[src/sv/tch_pkg.sv]
// tch_pkg: shared types, widths and the arctangent table for the tilt
// compensated heading core. No dependencies.

package tch_pkg;

  localparam int unsigned CORDIC_STAGES_DEF = 16;
  localparam int unsigned ATAN_LEN          = 24;

  // cross product of two 16-bit vectors needs 33 bits signed
  localparam int unsigned E_W  = 33;
  // sum of three squares of 16-bit values
  localparam int unsigned S_W  = 32;
  // square root of the sum scaled by 2^30
  localparam int unsigned R_W  = 31;
  // unit component magnitude, 15 fraction bits, can reach 1.0
  localparam int unsigned Q_W  = 16;
  localparam int unsigned U_W  = 17;
  // north components and the projection on the front axis
  localparam int unsigned N_W  = 51;
  localparam int unsigned XY_W = 64;
  // cordic datapath and angle accumulator
  localparam int unsigned CX_W = 34;
  localparam int unsigned Z_W  = 32;

  typedef enum logic [1:0] {
    REG_FRONT_X = 2'd0,
    REG_FRONT_Y = 2'd1,
    REG_FRONT_Z = 2'd2
  } cfg_reg_e;

  typedef struct packed {
    logic signed [E_W-1:0] ex;
    logic signed [E_W-1:0] ey;
    logic signed [E_W-1:0] ez;
    logic                  deg;
  } side_t;

  typedef struct packed {
    logic kill;
    logic deg;
  } flag_t;

  // atan(2^-i) in units of 2^32 per turn
  function automatic logic [Z_W-1:0] atan_angle(input logic [4:0] idx);
    logic [Z_W-1:0] ang;
    case (idx)
      5'd0:  ang = 32'h20000000;
      5'd1:  ang = 32'h12E4051E;
      5'd2:  ang = 32'h09FB385B;
      5'd3:  ang = 32'h051111D4;
      5'd4:  ang = 32'h028B0D43;
      5'd5:  ang = 32'h0145D7E1;
      5'd6:  ang = 32'h00A2F61E;
      5'd7:  ang = 32'h00517C55;
      5'd8:  ang = 32'h0028BE53;
      5'd9:  ang = 32'h00145F2F;
      5'd10: ang = 32'h000A2F98;
      5'd11: ang = 32'h000517CC;
      5'd12: ang = 32'h00028BE6;
      5'd13: ang = 32'h000145F3;
      5'd14: ang = 32'h0000A2FA;
      5'd15: ang = 32'h0000517D;
      5'd16: ang = 32'h000028BE;
      5'd17: ang = 32'h0000145F;
      5'd18: ang = 32'h00000A30;
      5'd19: ang = 32'h00000518;
      5'd20: ang = 32'h0000028C;
      5'd21: ang = 32'h00000146;
      5'd22: ang = 32'h000000A3;
      5'd23: ang = 32'h00000051;
      default: ang = '0;
    endcase
    return ang;
  endfunction

endpackage

[src/sv/tch_cordic.sv]
// tch_cordic: vectoring cordic, one micro-rotation per register stage.
// Depends on tch_pkg for widths, flags and the arctangent table.

module tch_cordic import tch_pkg::*; #(
  parameter int unsigned STAGES = CORDIC_STAGES_DEF
) (
  input  logic                   clk_i,
  input  logic                   rst_ni,
  input  logic                   en_i,
  input  logic                   valid_i,
  input  logic signed [CX_W-1:0] x_i,
  input  logic signed [CX_W-1:0] y_i,
  input  logic [Z_W-1:0]         z_i,
  input  flag_t                  flag_i,
  output logic                   valid_o,
  output logic [Z_W-1:0]         z_o,
  output flag_t                  flag_o
);

  logic signed [CX_W-1:0] x_q [STAGES];
  logic signed [CX_W-1:0] y_q [STAGES];
  logic [Z_W-1:0]         z_q [STAGES];
  flag_t                  f_q [STAGES];
  logic                   v_q [STAGES];

  for (genvar g = 0; g < STAGES; g++) begin : g_rot
    logic signed [CX_W-1:0] xi, yi, xs, ys;
    logic [Z_W-1:0]         zi, ang;
    flag_t                  fi;
    logic                   vi;

    if (g == 0) begin : g_first
      assign xi = x_i;
      assign yi = y_i;
      assign zi = z_i;
      assign fi = flag_i;
      assign vi = valid_i;
    end else begin : g_next
      assign xi = x_q[g-1];
      assign yi = y_q[g-1];
      assign zi = z_q[g-1];
      assign fi = f_q[g-1];
      assign vi = v_q[g-1];
    end

    assign xs  = xi >>> g;
    assign ys  = yi >>> g;
    assign ang = atan_angle(5'(g));

    always_ff @(posedge clk_i or negedge rst_ni) begin
      if (!rst_ni) begin
        v_q[g] <= 1'b0;
      end else if (en_i) begin
        v_q[g] <= vi;
      end
    end

    always_ff @(posedge clk_i) begin
      if (en_i) begin
        if (!yi[CX_W-1]) begin
          x_q[g] <= xi + ys;
          y_q[g] <= yi - xs;
          z_q[g] <= zi + ang;
        end else begin
          x_q[g] <= xi - ys;
          y_q[g] <= yi + xs;
          z_q[g] <= zi - ang;
        end
        f_q[g] <= fi;
      end
    end
  end

  assign valid_o = v_q[STAGES-1];
  assign z_o     = z_q[STAGES-1];
  assign flag_o  = f_q[STAGES-1];

endmodule

[config.mk]
export PLATFORM = sky130hd
export DESIGN_NAME = tch_cordic
export DESIGN_NICKNAME = d
export VERILOG_FILES = /design/src/sv/tch_pkg.sv /design/src/sv/tch_cordic.sv
export SDC_FILE = /design/constraint.sdc
export NUM_CORES = 2
export LEC_CHECK = 0
export BUFFER_PORTS_ARGS = -buffer_cell sky130_fd_sc_hd__buf_2
export CORE_AREA = 2 2 568 570
export CTS_CLUSTER_DIAMETER = 40
export DETAILED_ROUTE_END_ITERATION = 12
export DIE_AREA = 0 0 570 572
export HOLD_SLACK_MARGIN = 0.1
export SLEW_MARGIN = 20
export SYNTH_ARGS = -nofsm -noshare
export SYNTH_HDL_FRONTEND = slang
export SYNTH_SLANG_ARGS = --single-unit
[constraint.sdc]
create_clock -name clk_i -period 6.07 [get_ports clk_i]
set_input_delay 0 -clock clk_i [delete_from_list [all_inputs] [get_ports clk_i]]
set_output_delay 0 -clock clk_i [all_outputs]
set_load 0.05 [all_outputs]
# Word-level counts from Yosys, hierarchy flattened
# Memory sizes are Yosys's and may differ from the RTL's.
# Cells that the tools add are included.
# Widths: inputs -> output; s select.
[word_totals] ff_bits=16 latch_bits=0 ram_bits=1632 romBits=0 input_bits=106 output_inout_bits=35 word_cells=309 mem_count=4
[op_classes] addsub=95 multipliers=0 div=0 n_lt_le_gt_ge=0 eq_ne=0 shifts=0 mux=146 bitwise=48 reduce_logical=0
[mem_list] memory="x_q" words=16 word_bits=34 read_ports=15 rd_ports_with_merged_regs=0 write_ports=16 line_no="tch_cordic.sv:20" rtl="logic signed [CX_W-1:0] x_q [STAGES];"
[mem_list] memory="y_q" words=16 word_bits=34 read_ports=15 rd_ports_with_merged_regs=0 write_ports=16 line_no="tch_cordic.sv:21" rtl="logic signed [CX_W-1:0] y_q [STAGES];"
[mem_list] memory="z_q" words=16 word_bits=32 read_ports=16 rd_ports_with_merged_regs=0 write_ports=16 line_no="tch_cordic.sv:22" rtl="logic [Z_W-1:0] z_q [STAGES];"
[mem_list] memory="f_q" words=16 word_bits=2 read_ports=16 rd_ports_with_merged_regs=0 write_ports=16 line_no="tch_cordic.sv:23" rtl="flag_t f_q [STAGES];"
[op_table] cell="$mux 34" n=32
[op_table] cell="$mux 32" n=16
[op_table] cell="$mux 1" n=98
[op_table] cell="$add 34x19->34" n=2
[op_table] cell="$add 34x20->34" n=2
[op_table] cell="$add 34x21->34" n=2
[op_table] cell="$add 34x22->34" n=2
[op_table] cell="$add 34x23->34" n=2
[op_table] cell="$add 34x24->34" n=2
[op_table] cell="$add 34x25->34" n=2
[op_table] cell="$add 34x26->34" n=2
[op_table] cell="$add 34x27->34" n=2
[op_table] cell="$add 34x28->34" n=2
[op_table] cell="$add 34x29->34" n=2
[op_table] cell="$add 34x30->34" n=2
[op_table] cell="$add 34x31->34" n=2
[op_table] cell="$add 34x32->34" n=2
[op_table] cell="$add 34x33->34" n=2
[op_table] cell="$sub 34x19->34" n=2
[op_table] cell="$sub 34x20->34" n=2
[op_table] cell="$sub 34x21->34" n=2
[op_table] cell="$sub 34x22->34" n=2
[op_table] cell="$sub 34x23->34" n=2
[op_table] cell="$sub 34x24->34" n=2
[op_table] cell="44 further kinds" n=101

# Depth between registers and ports, before layout
# An unclocked memory read counts as a cell.
[depth] ltp_word=5 ltp_mapped=23 mapped_depth_nobuf=23

# Worst setup path before layout
# Ideal clock, no wire load.
[synth_path] kind="input port to flip-flop" startpoint="input en_i" endpoint="memory x_q[4][33] (netlist: x_q[0][169]), data pin" setup_time_ns=0.260 arrival_ns=4.444 path_slack_ns=1.367 cell_stages=20 n_path_buf=4 path_cell_list="clkbuf_1 clkbuf_1 nand2_1 inv_1 clkbuf_1 buf_1 nor2_1 xnor2_1 ha_1 o21a_1 o31a_1 o41ai_2 a41oi_1 a31o_2 a41oi_2 a221oi_1 o41a_1 a21o_1 a21oi_1 xnor2_1"
[synth_lines] item="start, declared" line_no="tch_cordic.sv:9" rtl="input logic en_i,"
[synth_lines] item="end, declared" line_no="tch_cordic.sv:20"

==> key figures <==
Clock tree
  • CTS H-Tree Depth: 5
  • TritonCTS clock tree: built
  • Post-CTS resize count: 0
  • CTS max path bufs: 4
  • Worst-Skew Late Latency: 900 ps
  • Clock root cell: clkbuf_16
  • Clk sinks: 1498
  • Cts bufs inserted: 290
  • Clk pin slew, worst setup/hold paths: 50 ps

Routing
  • Drt pass-1 iters: 6
  • WL/cell: 17.5 um
  • Detailed router's first-iteration violation count: 6881
  • DRC Markers: 0
  • Detail Route Antenna Nets: 0
  • Drt total wl: 319 mm
  • Routed vias/inst: 5.45
  • DR vias: 99400

Yosys
  • Mux contribution to synthesized area: 0.00631
  • Netlist cell types: 111
  • Most used DFF post-synth: edfxtp_1
  • Flops & latches, synth: 1498
  • Largest family of logic cells by synthesized area: compound AO/OA/AOI/OAI gates
  • Syn Std Cell Area: 127000 um^2
  • XOR/XNOR share of the synthesized area: 0.129
  • Cells after Synth: 13300
  • Sequential share of the synthesized area: 0.352
  • Synth top area share: 0.349
  • Adder-Cell Fraction of Synth Area: 0.150
  • Syn_nets: 14900
  • Compound-gate portion of the synthesized area: 0.213
  • Cell taking the most area after synthesis: edfxtp_1
  • Syn_area_per_cell: 9.60 um^2
  • Yosys synthesis warning count: 0
  • Area contributors post-synth: edfxtp_1, ha_1, xnor2_1
  • Post-synth EDFFs: 1482
  • Post-Synth Simple-Gate Area: 0.127
  • Async SR Flop Fraction: 0.0107

Floorplan
  • Io pins: 141
  • Chip width: 570 um
  • Starting Density: 0.398
  • Core Rows: 208
  • Core Area: 320000 um^2
  • Die Area: 326000 um^2
  • Die Y: 572 um

Placement
  • Detailed Place HPWL: 251 mm
  • Number of port buffers: 140
  • DP Worst Slack: 895 ps
  • Gpl congestion: 0.905

Setup path
  • Crit Path Category: reg -> reg
  • Crit path launch type: flip-flop
  • CP Capture Type: flip-flop
  • Max FO, Critical Path: 4
  • WP data required: 6630 ps
  • WP data arrival: 5760 ps

STA
  • Min Tclk post-route: 5200 ps
  • Setup Skew: 93.8 ps
  • Setup TNS Final: 0 ps
  • Hold slack: 171 ps
  • Final setup violation count: 0
  • Period utilisation layout: 0.857
  • Final Hold Fails: 0
  • Worst slew pin tran: 1300 ps
  • Setup repair after global routing missed its margin: no
  • Final Max Tran Viols: 0
  • Slew Limit Headroom: 0.124
  • Highest Clock Rate: 0.192 GHz
  • Final Worst Setup Slack: 871 ps

Hold path
  • Worst hold-check path type: in -> reg

Final layout
  • Area growth syn-to-layout: 14.1%
  • Layout cell share with drive strength beyond 1: 0.0656
  • Final net count: 15400

Flow run
  • Max-cap violations: 0

GRT
  • Congestion Overflow GR: 0
  • Total GRT Usage: 0.191
  • Initial antenna violation count: 6
  • First-pass GRT wire length: 513 mm
  • Largest net degree at the start of global routing: 139
  • Vias in the first global route: 95500

Status
  • Status: completed
[cell type report]
type,count,area (um^2)
Multi-Input combinational cell,11000,79700
Tap cell,4200,5260
Sequential cell,1498,44900
Clock buffer,325,7590
Antenna cell,3,7.51
Clock inverter,205,2220
Inverter,543,2040
Timing Repair Buffer,460,3730
Fill cell,30500,174000
[cells by family after synthesis]
| kind of cell | Yosys count |
|---|---|
| AO/OA/AOI/OAI | 4232 |
| AND/OR/NAND/NOR | 3332 |
| adder cells (fa/ha/maj) | 1498 |
| flip-flops | 1498 |
| multiplexers | 76 |
| XOR/XNOR | 1876 |
| buffers and inverters | 765 |
[Yosys cell counts, types with 35 or more instances]
master    number
a211oi_1     113
a21boi_0      35
a21o_1       663
a21oi_1     1340
a31oi_1      122
and2_1        63
and3_1       108
clkbuf_1     184
edfxtp_1    1482
fa_1          44
ha_1        1454
inv_1        533
mux2_2        35
mux2i_1       41
nand2_1      740
nand2b_1     251
nand3_1      170
nand4_1      121
nor2_1      1039
nor2b_1      194
nor3_1       273
nor4_1        83
o211ai_1      56
o21a_1       244
o21ai_0      815
o21bai_1     176
o31a_1        42
o31ai_1      154
o41ai_1       65
or2_2         45
or3_1         98
or4_1         43
xnor2_1     1215
xor2_1       661
[metrics by stage]
| stage | area [um^2] | util | cells |
|---|---|---|---|
| floorplan | 127000 | - | 13300 |
| global placement | 133000 | 0.417 | 17500 |
| detailed placement | 133000 | 0.417 | 17500 |
| CTS | 145000 | 0.455 | 18200 |
| global route | 145000 | 0.455 | 18200 |
| finish | 145000 | 0.455 | 18200 |
[routing by layer]
metal	GRT usage	routed length, um
met5	0	0
met4	0.0572	9310
met3	0.0223	13100
met2	0.328	151000
met1	0.251	145000
[flip-flops by register name, summed over array words and instances (netlist names)]
signal / cells
x_q: 462
valid_o: 1
y_q: 476
g_rot.vi: 15
f_q: 32
z_q: 512
[placed cells by master (no fill, tap or decap), types with 154 or more instances in the layout]
master,n
nand3_1,170
o31ai_1,154
inv_1,532
nand2_1,735
edfxtp_1,1482
nand2b_1,251
xnor2_1,1215
clkbuf_16,299
nor2_1,1039
nor2b_1,194
o21a_1,244
ha_1,1454
xor2_1,661
a21o_1,663
o21ai_0,815
o21bai_1,176
dlygate4sd3_1,235
a21oi_1,1340
nor3_1,273
[worst paths after layout]
check	from	slack (ps)	to	depth (start not counted)
setup / recovery	x_q[0][211]	870	y_q[0][269]	21
hold / removal	x_i[18]	170	x_q[0][21]	8
setup reg to reg	x_q[0][211]	870	y_q[0][269]	21
hold reg to reg	z_q[1][34]	360	z_q[1][66]	0
max in group asynchronous	rst_ni	5360	g_rot[7].vi	3
min in group asynchronous	rst_ni	250	g_rot[12].vi	3
[worst max-delay path: stages (launching register included)]
cell,delay (ps)
edfxtp_1,440
inv_1,90
ha_1,170
nand2b_1,70
or4_1,460
nor2_1,130
nand2_1,110
or3_1,380
nor4_1,270
nor2_1,100
xor2_1,150
ha_1,330
a21o_1,210
a2111o_1,380
or4_1,460
a31oi_1,250
o21ai_1,180
nand2_1,100
nand2_1,90
a311o_1,380
a21oi_2,150
xnor2_1,70
[repair_timing]
action,in CTS,in global routing
setup buffers,0,0
setup endpoints to repair,0,0
endpoints found under the hold margin,617,0
hold buffers,235,0
Power is left out: the tool's default activity adds up to more than one toggle a clock period on the data nets, which glitch-free logic cannot reach.
